## src/rtl/core/vbfr_pkg.sv

```systemverilog
package vbfr_pkg;

	localparam int BYTE_W      = 8;
	localparam int SLOT_W      = 6;
	localparam int MAX_RESULTS = 4;
	localparam int COUNT_W     = $clog2(MAX_RESULTS + 1);
	localparam int IDX_W       = $clog2(MAX_RESULTS);
	localparam int POS_W       = 4;

	localparam logic [BYTE_W-1:0] SYNC_RESET = 8'hAA;
	localparam logic [BYTE_W-1:0] HDR_CMD    = 8'h10;

	localparam logic [POS_W-1:0] HDR_LEN     = 4'd8;
	localparam logic [POS_W-1:0] HDR_DST_HI  = 4'd2;
	localparam logic [POS_W-1:0] HDR_SRC_LO  = 4'd3;
	localparam logic [POS_W-1:0] HDR_FRAMES  = 4'd7;
	localparam logic [POS_W-1:0] FRM_DATA_N  = 4'd4;
	localparam logic [POS_W-1:0] FRM_SEPTET  = 4'd4;

	typedef enum logic [1:0] {
		KIND_HEADER = 2'd0,
		KIND_DATA   = 2'd1,
		KIND_ERROR  = 2'd2
	} kind_t;

	typedef struct packed {
		kind_t             kind;
		logic [BYTE_W-1:0] value;
		logic [SLOT_W-1:0] slot;
	} result_t;

	typedef struct packed {
		logic [COUNT_W-1:0]          count;
		result_t [MAX_RESULTS-1:0]   res;
	} result_set_t;

endpackage

```

## src/rtl/core/vbfr_if.sv

```systemverilog
interface vbfr_byte_if;
	logic                        valid;
	logic                        ready;
	logic [vbfr_pkg::BYTE_W-1:0] rx_byte;

	modport source (output valid, output rx_byte, input ready);
	modport sink   (input valid, input rx_byte, output ready);
endinterface

interface vbfr_result_if;
	logic                        valid;
	logic                        ready;
	vbfr_pkg::kind_t             kind;
	logic [vbfr_pkg::BYTE_W-1:0] value;
	logic [vbfr_pkg::SLOT_W-1:0] slot;
	logic                        last;

	modport source (output valid, output kind, output value, output slot, output last,
		input ready);
	modport sink   (input valid, input kind, input value, input slot, input last,
		output ready);
endinterface

interface vbfr_cfg_if;
	logic                        valid;
	logic                        ready;
	logic [vbfr_pkg::BYTE_W-1:0] data;

	modport source (output valid, output data, input ready);
	modport sink   (input valid, input data, output ready);
endinterface

```

## src/rtl/core/vbfr_parser.sv

```systemverilog
module vbfr_parser #(
	parameter int OUT_CAPACITY = 64
) (
	input  logic                        clk,
	input  logic                        arst_n,
	input  logic                        step,
	input  logic [vbfr_pkg::BYTE_W-1:0] rx_byte,
	input  logic [vbfr_pkg::BYTE_W-1:0] sync_byte,
	output vbfr_pkg::result_set_t       set
);
	import vbfr_pkg::*;

	localparam int CNT_RAW = $clog2(OUT_CAPACITY + MAX_RESULTS);
	localparam int CNT_W   = (CNT_RAW > SLOT_W) ? CNT_RAW : SLOT_W;

	typedef enum logic [1:0] {
		PH_IDLE,
		PH_HEAD,
		PH_DATA
	} phase_t;

	phase_t             phase_q,  phase_d;
	logic [POS_W-1:0]   pos_q,    pos_d;
	logic [BYTE_W-1:0]  sum_q,    sum_d;
	logic [BYTE_W-1:0]  exp_q,    exp_d;
	logic [BYTE_W-1:0]  done_q,   done_d;
	logic [CNT_W-1:0]   cnt_q,    cnt_d;
	logic [BYTE_W-1:0]  fb_q [MAX_RESULTS];
	logic [BYTE_W-1:0]  fb_d [MAX_RESULTS];
	logic [BYTE_W-1:0]  done_inc;

	assign done_inc = done_q + 8'd1;

	always_comb begin
		phase_d   = phase_q;
		pos_d     = pos_q;
		sum_d     = sum_q;
		exp_d     = exp_q;
		done_d    = done_q;
		cnt_d     = cnt_q;
		fb_d      = fb_q;
		set       = '0;
		if (step) begin
			priority if (rx_byte == sync_byte) begin
				phase_d = PH_HEAD;
				pos_d   = '0;
				sum_d   = '0;
				cnt_d   = '0;
				done_d  = '0;
			end else if (phase_q != PH_HEAD && phase_q != PH_DATA) begin
				phase_d = phase_q;
			end else if (cnt_q >= CNT_W'(OUT_CAPACITY)) begin
				phase_d = PH_IDLE;
				cnt_d   = '0;
			end else if (phase_q == PH_HEAD) begin
				priority if (pos_q >= HDR_LEN) begin
					if (~sum_q == rx_byte) begin
						phase_d = (exp_q == '0) ? PH_IDLE : PH_DATA;
					end else begin
						phase_d = PH_IDLE;
					end
					pos_d = '0;
					sum_d = '0;
				end else if (pos_q == '0 && rx_byte != HDR_CMD) begin
					phase_d = PH_IDLE;
				end else begin
					if (pos_q == HDR_FRAMES) begin
						exp_d = rx_byte;
					end
					if (pos_q == HDR_DST_HI || pos_q == HDR_SRC_LO || pos_q == HDR_FRAMES) begin
						set.res[0].kind  = KIND_HEADER;
						set.res[0].value = rx_byte;
						set.res[0].slot  = cnt_q[SLOT_W-1:0];
						set.count        = COUNT_W'(1);
						cnt_d            = cnt_q + CNT_W'(1);
					end
					pos_d = pos_q + POS_W'(1);
					sum_d = sum_q + rx_byte;
				end
			end else begin
				priority if (pos_q < FRM_DATA_N) begin
					fb_d[pos_q[IDX_W-1:0]] = rx_byte;
					sum_d = sum_q + rx_byte;
					pos_d = pos_q + POS_W'(1);
				end else if (pos_q == FRM_SEPTET) begin
					sum_d = sum_q + rx_byte;
					for (int i = 0; i < MAX_RESULTS; i++) begin
						fb_d[i] = fb_q[i] + {rx_byte[i], 7'b0};
					end
					pos_d = pos_q + POS_W'(1);
				end else begin
					if ({1'b0, ~sum_q[6:0]} == rx_byte) begin
						for (int i = 0; i < MAX_RESULTS; i++) begin
							set.res[i].kind  = KIND_DATA;
							set.res[i].value = fb_q[i];
							set.res[i].slot  = cnt_q[SLOT_W-1:0] + SLOT_W'(i);
						end
						set.count = COUNT_W'(MAX_RESULTS);
						cnt_d     = cnt_q + CNT_W'(MAX_RESULTS);
					end else begin
						set.res[0].kind  = KIND_ERROR;
						set.res[0].value = '0;
						set.res[0].slot  = cnt_q[SLOT_W-1:0];
						set.count        = COUNT_W'(1);
					end
					done_d = done_inc;
					if (done_inc == exp_q) begin
						phase_d = PH_IDLE;
						exp_d   = '0;
					end
					pos_d = '0;
					sum_d = '0;
				end
			end
		end
	end

	always_ff @(posedge clk or negedge arst_n) begin
		if (!arst_n) begin
			phase_q <= PH_IDLE;
			pos_q   <= '0;
			sum_q   <= '0;
			exp_q   <= '0;
			done_q  <= '0;
			cnt_q   <= '0;
		end else begin
			phase_q <= phase_d;
			pos_q   <= pos_d;
			sum_q   <= sum_d;
			exp_q   <= exp_d;
			done_q  <= done_d;
			cnt_q   <= cnt_d;
		end
	end

	always_ff @(posedge clk) begin
		fb_q <= fb_d;
	end

`ifndef ASSERT_OFF
	a_cnt_bound: assert property (@(posedge clk) disable iff (!arst_n)
		cnt_q <= CNT_W'(OUT_CAPACITY + MAX_RESULTS - 1))
		else $error("emitted count past capacity margin");
	a_idle_silent: assert property (@(posedge clk) disable iff (!arst_n)
		(set.count != '0) |-> (phase_q != PH_IDLE && step))
		else $error("results produced while idle");
	a_pos_bound: assert property (@(posedge clk) disable iff (!arst_n)
		pos_q <= HDR_LEN)
		else $error("position past header checksum byte");
`endif

endmodule

```

## src/rtl/core/vbus_frame_receiver_top.sv

```systemverilog
// Byte-serial frame receiver for a two-wire heating-controller bus.
// rx:  one received byte per word, accepted on valid && ready.
// res: result words (kind, value, slot, last); last marks the final result
//      that one received byte produced. Bytes that produce nothing give no word.
// cfg: write-only word that sets the sync byte value; ready is always high.
// A byte accepted into the input register is decoded when the result buffer
// can take its results; they are registered into the buffer and offered from it.
// Throughput: one byte per cycle while the results drain freely. A good data
// frame checksum produces four words, so that byte occupies the four-entry
// result buffer until all four words are taken.
// A new byte is taken into the input register while results still wait.
// Stall: when res.ready is low the buffer holds, the input register fills,
// and rx.ready drops until the last buffered result is taken.
// Reset: parser idle, all counters cleared, buffers empty, sync byte 0xAA.
module vbus_frame_receiver_top #(
	parameter int OUT_CAPACITY = 64
) (
	input logic          clk,
	input logic          arst_n,
	vbfr_byte_if.sink    rx,
	vbfr_result_if.source res,
	vbfr_cfg_if.sink     cfg
);
	import vbfr_pkg::*;

	logic [BYTE_W-1:0]  sync_q;
	logic [BYTE_W-1:0]  byte_s1;
	logic               valid_s1;
	result_t            res_q [MAX_RESULTS];
	logic [COUNT_W-1:0] pend_q;
	logic [IDX_W-1:0]   idx_q;
	logic               load;
	logic               out_fire;
	result_set_t        set;

	assign cfg.ready = 1'b1;
	assign out_fire  = res.valid && res.ready;
	assign load      = valid_s1 && (pend_q == '0 || (pend_q == COUNT_W'(1) && res.ready));
	assign rx.ready  = !valid_s1 || load;

	vbfr_parser #(
		.OUT_CAPACITY(OUT_CAPACITY)
	) u_parser (
		.clk      (clk),
		.arst_n   (arst_n),
		.step     (load),
		.rx_byte  (byte_s1),
		.sync_byte(sync_q),
		.set      (set)
	);

	always_ff @(posedge clk or negedge arst_n) begin
		if (!arst_n) begin
			sync_q   <= SYNC_RESET;
			valid_s1 <= 1'b0;
			pend_q   <= '0;
			idx_q    <= '0;
		end else begin
			if (cfg.valid && cfg.ready) begin
				sync_q <= cfg.data;
			end
			if (rx.valid && rx.ready) begin
				valid_s1 <= 1'b1;
			end else if (load) begin
				valid_s1 <= 1'b0;
			end
			if (load) begin
				pend_q <= set.count;
				idx_q  <= '0;
			end else if (out_fire) begin
				pend_q <= pend_q - COUNT_W'(1);
				idx_q  <= idx_q + IDX_W'(1);
			end
		end
	end

	always_ff @(posedge clk) begin
		if (rx.valid && rx.ready) begin
			byte_s1 <= rx.rx_byte;
		end
		if (load) begin
			for (int i = 0; i < MAX_RESULTS; i++) begin
				res_q[i] <= set.res[i];
			end
		end
	end

	assign res.valid = (pend_q != '0);
	assign res.kind  = res_q[idx_q].kind;
	assign res.value = res_q[idx_q].value;
	assign res.slot  = res_q[idx_q].slot;
	assign res.last  = (pend_q == COUNT_W'(1));

`ifndef ASSERT_OFF
	a_pend_bound: assert property (@(posedge clk) disable iff (!arst_n)
		pend_q <= COUNT_W'(MAX_RESULTS))
		else $error("result buffer count overflow");
	a_load_free: assert property (@(posedge clk) disable iff (!arst_n)
		load |-> (pend_q == '0 || (pend_q == COUNT_W'(1) && out_fire)))
		else $error("result buffer overwritten before drained");
	a_new_set: assert property (@(posedge clk) disable iff (!arst_n)
		(out_fire && res.last) |=> (!res.valid || idx_q == '0))
		else $error("result set did not restart after last word");
`endif

endmodule

```

## src/flat_wrapper.sv

```systemverilog
// flat-port wrapper written by rule: the top's interface ports become plain ports
module vbus_frame_receiver_top_flat import vbfr_pkg::*;
#(
	parameter int OUT_CAPACITY = 64
)
  (clk, arst_n, rx_valid, rx_rx_byte, rx_ready, res_valid, res_kind, res_value, res_slot, res_last, res_ready, cfg_valid, cfg_data, cfg_ready);
  vbfr_byte_if rx_i ();
  vbfr_result_if res_i ();
  vbfr_cfg_if cfg_i ();
  input logic clk;
  input logic arst_n;
  input wire logic [$bits(rx_i.valid)-1:0] rx_valid;
  input wire logic [$bits(rx_i.rx_byte)-1:0] rx_rx_byte;
  output wire logic [$bits(rx_i.ready)-1:0] rx_ready;
  output wire logic [$bits(res_i.valid)-1:0] res_valid;
  output wire logic [$bits(res_i.kind)-1:0] res_kind;
  output wire logic [$bits(res_i.value)-1:0] res_value;
  output wire logic [$bits(res_i.slot)-1:0] res_slot;
  output wire logic [$bits(res_i.last)-1:0] res_last;
  input wire logic [$bits(res_i.ready)-1:0] res_ready;
  input wire logic [$bits(cfg_i.valid)-1:0] cfg_valid;
  input wire logic [$bits(cfg_i.data)-1:0] cfg_data;
  output wire logic [$bits(cfg_i.ready)-1:0] cfg_ready;
  assign rx_i.valid = rx_valid;
  assign rx_i.rx_byte = rx_rx_byte;
  assign rx_ready = rx_i.ready;
  assign res_valid = res_i.valid;
  assign res_kind = res_i.kind;
  assign res_value = res_i.value;
  assign res_slot = res_i.slot;
  assign res_last = res_i.last;
  assign res_i.ready = res_ready;
  assign cfg_i.valid = cfg_valid;
  assign cfg_i.data = cfg_data;
  assign cfg_ready = cfg_i.ready;
  vbus_frame_receiver_top #(.OUT_CAPACITY(OUT_CAPACITY)) u_core (.clk(clk), .arst_n(arst_n), .rx(rx_i), .res(res_i), .cfg(cfg_i));
endmodule
```

## config.mk

```make
export PLATFORM = sky130hd
export DESIGN_NAME = vbus_frame_receiver_top_flat
export DESIGN_NICKNAME = d
export VERILOG_FILES = /design/src/rtl/core/vbfr_pkg.sv /design/src/rtl/core/vbfr_if.sv /design/src/rtl/core/vbfr_parser.sv /design/src/rtl/core/vbus_frame_receiver_top.sv /design/src/flat_wrapper.sv
export SDC_FILE = /design/constraint.sdc
export NUM_CORES = 1
export LEC_CHECK = 0
export BUFFER_PORTS_ARGS = -buffer_cell sky130_fd_sc_hd__buf_4
export CORE_ASPECT_RATIO = 1.25
export CORE_MARGIN = 2
export CORE_UTILIZATION = 43
export DETAILED_ROUTE_END_ITERATION = 8
export SLEW_MARGIN = 15
export SYNTH_ARGS = -nofsm -noshare
export SYNTH_HDL_FRONTEND = slang
export SYNTH_SLANG_ARGS = --single-unit
```

## constraint.sdc

```tcl
create_clock -name clk -period 5.9 [get_ports clk]
set_clock_uncertainty 0.1 [all_clocks]
set_input_delay 0.59 -clock clk [delete_from_list [all_inputs] [get_ports clk]]
set_output_delay 0.59 -clock clk [all_outputs]
set_load 0.05 [all_outputs]
```

==> Yosys cells after proc, flatten, opt, wreduce, memory -nomap -nowiden <==
Memories as Yosys holds them, arrays and structs flattened.
Index checks and enable logic that the tools add are counted.
{ "totals": {"ff_bits": 91, "latchBits": 0, "ram_bits": 64, "romBits": 0, "n_memories": 1} }
{ "op_classes": {"addsub": 14, "n_mul": 0, "n_div": 0, "n_lt_le_gt_ge": 5, "n_eq_ne": 30, "shift": 0, "mux": 81, "n_bitwise": 7, "n_reduce_logical": 28} }
{ "memory_table": {"columns": ["memory", "words", "width", "read_ports", "rd_clocked_by_memory_dff", "wr", "line", "source"], "rows": [
  ["u_core.res_q", 4, 16, 1, 0, 4, "vbus_frame_receiver_top.sv:29", "result_t res_q [MAX_RESULTS];"]
]} }
{ "ops": {"columns": ["cell", "count"], "rows": [
  ["$mux 67", 6],
  ["$mux 8", 22],
  ["$mux 7", 10],
  ["$mux 32", 2],
  ["$mux 48", 1],
  ["$mux 47", 1],
  ["$mux 14", 3],
  ["$add 8x8->8", 5],
  ["$bwmux 32", 1],
  ["$mux 16", 2],
  ["$mux 4", 8],
  ["$mux 2", 13],
  ["$eq 8x8->1", 3],
  ["$ne 2x2->1 const B", 10],
  ["$ne 4x4->1 const B", 5],
  ["$reduce_and 6->1", 3],
  ["$demux 8 s2", 1],
  ["$add 6x2->6 const B", 2],
  ["$mux 3", 4],
  ["$reduce_and 10->1", 1],
  ["$add 8x1->8 const B", 1],
  ["$eq 4x2->1 const B", 2],
  ["$eq 4x3->1 const B", 2],
  ["$eq 7x8->1", 1],
  ["other kinds (33)", 56]
]} }

==> Logic depth before layout (Yosys ltp) <==
{ "depth": {"word_depth": 12, "ltp_mapped": 10} }

==> By module <==
A second synthesis with hierarchy kept.
{ "unflattened": {"cells_unflattened": 680, "area_unflattened_um2": 8012.7} }
{ "by_module_without_submodules": {"columns": ["module", "instances", "cells_each", "area_each_um2"], "rows": [
  ["vbfr_parser", 1, 531, 4780.8],
  ["vbus_frame_receiver_top", 1, 149, 3231.8]
]} }

==> Worst setup path after synthesis <==
No wires, ideal clock.
{ "synth_timing": {"path_kind": "register to register", "startpoint": "register u_core.pend_q[0]", "endpoint": "register u_core.u_parser.pos_q[3]", "arrival_time_ns": 3.980, "required_time_ns": 5.690, "path_slack_ns": 1.710, "path_stages_with_launch": 10, "path_cell_list": "dfrtp_1 > inv_1 > ha_1 > a21oi_1 > or3b_2 > inv_1 > buf_1 > o21ai_0 > clkbuf_1 > o41ai_1"} }
{ "synth_between": {"elab_chain_cells": 5} }
{ "synth_rtl": {"columns": ["item", "line", "source"], "rows": [
  ["start: declaration", "vbus_frame_receiver_top.sv:30", "logic [COUNT_W-1:0] pend_q;"],
  ["start signal: assignment", "vbus_frame_receiver_top.sv:68", "pend_q <= set.count;"],
  ["start signal: assignment", "vbus_frame_receiver_top.sv:71", "pend_q <= pend_q - COUNT_W'(1);"],
  ["$eq 3x1->1", "vbus_frame_receiver_top.sv:38", "assign load = valid_s1 && (pend_q == '0 || (pend_q == COUNT_W'(1) && res.ready));"],
  ["$logic_and 1x1->1", "vbus_frame_receiver_top.sv:38", null],
  ["$logic_or 1x1->1 (*)", "vbus_frame_receiver_top.sv:38", null],
  ["$logic_and 1x1->1 (*)", "vbus_frame_receiver_top.sv:38", null],
  ["via u_core.load", "vbus_frame_receiver_top.sv:32", "logic load;"],
  ["$reduce_and 4->1 (no line) (*)", null, null],
  ["end signal: assignment", "vbfr_parser.sv:128", "pos_q <= pos_d;"],
  ["end: declaration", "vbfr_parser.sv:23", "logic [POS_W-1:0] pos_q, pos_d;"]
]} }
Mark *: on every way through the listed nets, which the timed path passes. The rest lies on a longest branch.
A chain may end at the register's enable or synchronous reset.

==> Worst setup path in the final report <==
{ "layout_timing": {"startpoint": "register u_core.pend_q[0]", "endpoint": "register u_core.u_parser.pos_q[2]"} }
{ "layout_between": {"elab_chain_cells": 5} }
{ "layout_rtl": {"columns": ["item", "line"], "rows": [
  ["$eq 3x1->1", "vbus_frame_receiver_top.sv:38"],
  ["$logic_and 1x1->1", "vbus_frame_receiver_top.sv:38"],
  ["$logic_or 1x1->1 (*)", "vbus_frame_receiver_top.sv:38"],
  ["$logic_and 1x1->1 (*)", "vbus_frame_receiver_top.sv:38"],
  ["$reduce_and 4->1 (no line) (*)", null]
]} }
Mark *: on every way between the ends. The rest lies on a longest branch, timed or not.

==> impl_results.md <==
* Fmax at ~300 MHz
* # IOs at 41
* Fin crit share at 57.4%
* Final nets at 685
* RSZ-0062 raised after global routing: false
* Static leakage at ~3.4 nW
* Avg Cell Area, Syn at 12.1 um2
* Initial core utilization at 44.0%
* Reg clk slew, reported paths at roughly 0.070 ns
* Multi-input gate area at 3010 um2
* Number of nets with antenna violations after routing at 0
* Crit-path max cell delay at 0.58 ns
* RD Place Congestion at 0.829
* Max IR drop VDD at 0.169 mV
* Drt drc at 0
* Register area at 4190 um2
* Finished layout cell area at roughly 8500 um2
* CTS sink cnt at 148
* Commonest cells in the netlist: 97 x edfxtp_1, 47 x dfrtp_1, 39 x nor2_1
* Vias in the first global route at 4877
* Hold Path Class: primary input to async pin
* Area growth syn-to-layout at 13.7%
* Worst-case clock buffer depth at 2
* Hpwl dp at 10.3 mm
* Critical Path RT at 6.11 ns
* Critical path, cell by cell: inv_1, ha_1, a21oi_1, or3b_2, inv_2, buf_4, o21ai_1, o31a_1, o32ai_1
* WL final at 14.9 mm
* Netlist Area Pre-Place at 7440 um2
* Syn. warnings at 0
* Crit start category: flop
* Setup TNS Final at 0 ns
* Status: completed
* Filler instances at around 1500
* WL/cell at roughly 17 um
* Standard-cell rows at 53
* Syn nets at 660
* Root Buffer: clkbuf_16
* Hold Slack at around 0.11 ns
* Ys async rst share at ~34%
* Most common cell in the synthesized netlist: edfxtp_1
* Sequential share of the synthesized area at 56.3%
* Post-synthesis register bit count at roughly 150
* Die area at 18400 um2
* Slew Viols, Final at 0
* # H-tree levels at 4
* IO buf count at 39
* Via Count at 4791
* Leading area contributor after synthesis: edfxtp_1
* Post-synth EDFFs at 97
* Worst-Margin Slew at just under 1 ns
* Setup CP Type: flop to flop
* PostCTS Resize Cnt at 0
* Final min period at approximately 3.4 ns
* Top cell type's share of synthesized area at 39.1%
* Core Area at 16900 um2
* GRT overflow at 0
* CP arrival at 3.60 ns
* Worst-Skew Late Latency at between 0.4 and 0.5 ns
* Power Density at 475 nW/um2
* Pin count of the biggest net entering global routing at 52
* Yosys cell types at 63
* 1st-iter DRT viols at 390
* N_diodes at 0
* Synth area leaders: edfxtp_1 39%, dfrtp_1 16%, mux4_2 3.9%, ha_1 3.9%, xnor2_1 3.3%
* Die height at 151 um
* Non-filler cells, final at 873
* First-pass GRT wire length at 24.8 mm
* Setup WS post-layout at around 2.5 ns
* Via density at around 5.5
* Fin. Hold Viols at 0
* Initial antenna violation count at 0
* Crit path capture type: flop
* GRT Total Usage at 17.5%
* Ys flop type: edfxtp_1
* Share of cells above drive strength 1 at between 10% and 20%
* MaxCap Viol Count at 0
* Setup repair bufs after CTS at 0
* Post-Syn Instances at roughly 620
* Drt pass-1 iters at 4
* Slew headroom at 34.4%
* CP max FO at 49
* Final Util at between 50% and 60%
* Die Width at between 100 and 150 um
* Placed cell areas at 7880 um2
* CTS tree: built
* Cts hold-fix bufs at 0
* Pre-CTS WS at between 2 and 2.5 ns
* Final Setup Violations at 0
* CTS Buf Count at 17
* Placed insts at 841
* Total power at 4.02 mW
* Slowest-stage cell, CP: buf_4
## power breakdown
group | leakage [nW] | internal (mW) | switching [mW] | total, mW
Clock | 0.287 | 0.599 | 0.461 | 1.06
Sequential | 1.54 | 1.40 | 0.212 | 1.61
Combinational | 1.54 | 0.513 | 0.840 | 1.35
Total | 3.36 | 2.51 | 1.51 | 4.02
## worst max-delay path: cells and delay by family, from the launching register on
kind,cells,cell delay (ns)
fa+ha+maj,1,0.18
simple gates,1,0.49
compound gates,4,1.05
buf+inv,3,1.04
flops,1,0.41
## path summary, 6_finish.rpt
path / from / endpoint / slack (ns) / cells after the start
worst max register to register: u_core.pend_q[0]$_DFFE_PN0P_ / u_core.u_parser.pos_q[2]$_DFFE_PN0P_ / 2.51 / 9
worst max-delay path: u_core.pend_q[0]$_DFFE_PN0P_ / u_core.u_parser.pos_q[2]$_DFFE_PN0P_ / 2.51 / 9
worst min register to register: u_core.u_parser.done_q[7]$_DFFE_PN0P_ / u_core.u_parser.done_q[7]$_DFFE_PN0P_ / 0.41 / 1
worst min-delay path: arst_n / u_core.sync_q[6]$_DFFE_PN0P_ / 0.11 / 1
min in group clk: rx_rx_byte[3] / u_core.byte_s1[3]$_DFFE_PP_ / 0.24 / 1
max in group asynchronous: arst_n / u_core.u_parser.done_q[6]$_DFFE_PN0P_ / 5.12 / 1
## routing by layer
metal | track usage, % | wire, um | up-vias
met5 | 0 | 0 | -
met4 | 7.18 | 447 | 0
met3 | 3.65 | 470 | 26
met2 | 29.7 | 7420 | 82
met1 | 21.7 | 6590 | 2365
li1 | - | - | 2318
## placed cells by master, fill, tap and decap left out, types with 3 or more instances in the layout
cell type / synthesis / final
nand2_1: 32 / 32
nor3b_1: 3 / 3
mux4_2: 13 / 13
nand4_1: 5 / 5
dfrtp_1: 47 / 47
nand3_1: 18 / 18
xnor2_1: 28 / 28
nor4_1: 4 / 4
or3_1: 5 / 5
edfxtp_1: 97 / 97
a31oi_1: 4 / 4
clkbuf_16: 0 / 17
dfstp_2: 4 / 4
a22o_1: 26 / 26
o21ai_1: 4 / 5
xor2_1: 12 / 12
a21oi_1: 15 / 15
o21ai_0: 28 / 27
o31a_1: 3 / 3
and3_1: 38 / 38
o31ai_1: 5 / 5
nor2_1: 39 / 39
nor4b_1: 3 / 3
inv_1: 21 / 20
nand2b_1: 6 / 6
nor3_1: 8 / 8
inv_6: 0 / 7
mux2i_1: 4 / 4
and2_1: 32 / 32
mux2_2: 10 / 10
buf_4: 3 / 42
ha_1: 23 / 23
nor2b_1: 5 / 5
a21o_1: 4 / 4
## cell type report
class	instances	share of cell area [%]
sequential	148	49.6
multi-input combinational	410	35.6
clock buffer	17	5.03
timing repair buffer	42	3.73
tap	220	3.25
clock inverter	15	1.89
inverter	21	0.932
## flip-flops by register name (all words and copies together), names as in the netlist
register and count:
u_core.pend_q 3, u_core.u_parser.phase_q 2, u_core.res_q 57, u_core.valid_s1 1
u_core.byte_s1 8, u_core.u_parser.fb_q 32, u_core.u_parser.exp_q 8, u_core.u_parser.cnt_q 7
u_core.u_parser.done_q 8, u_core.sync_q 8, u_core.idx_q 2, u_core.u_parser.sum_q 8
u_core.u_parser.pos_q 4
## cell families after synthesis
kind of cell    synth area share [%]
simple gates                    15.1
flops                           56.3
mux                             5.98
buf+inv                         3.18
xor+xnor                        4.71
fa+ha+maj                       4.14
other cells                   0.0504
compound gates                  10.5
No activity file was read; power rests on OpenSTA's default activity.
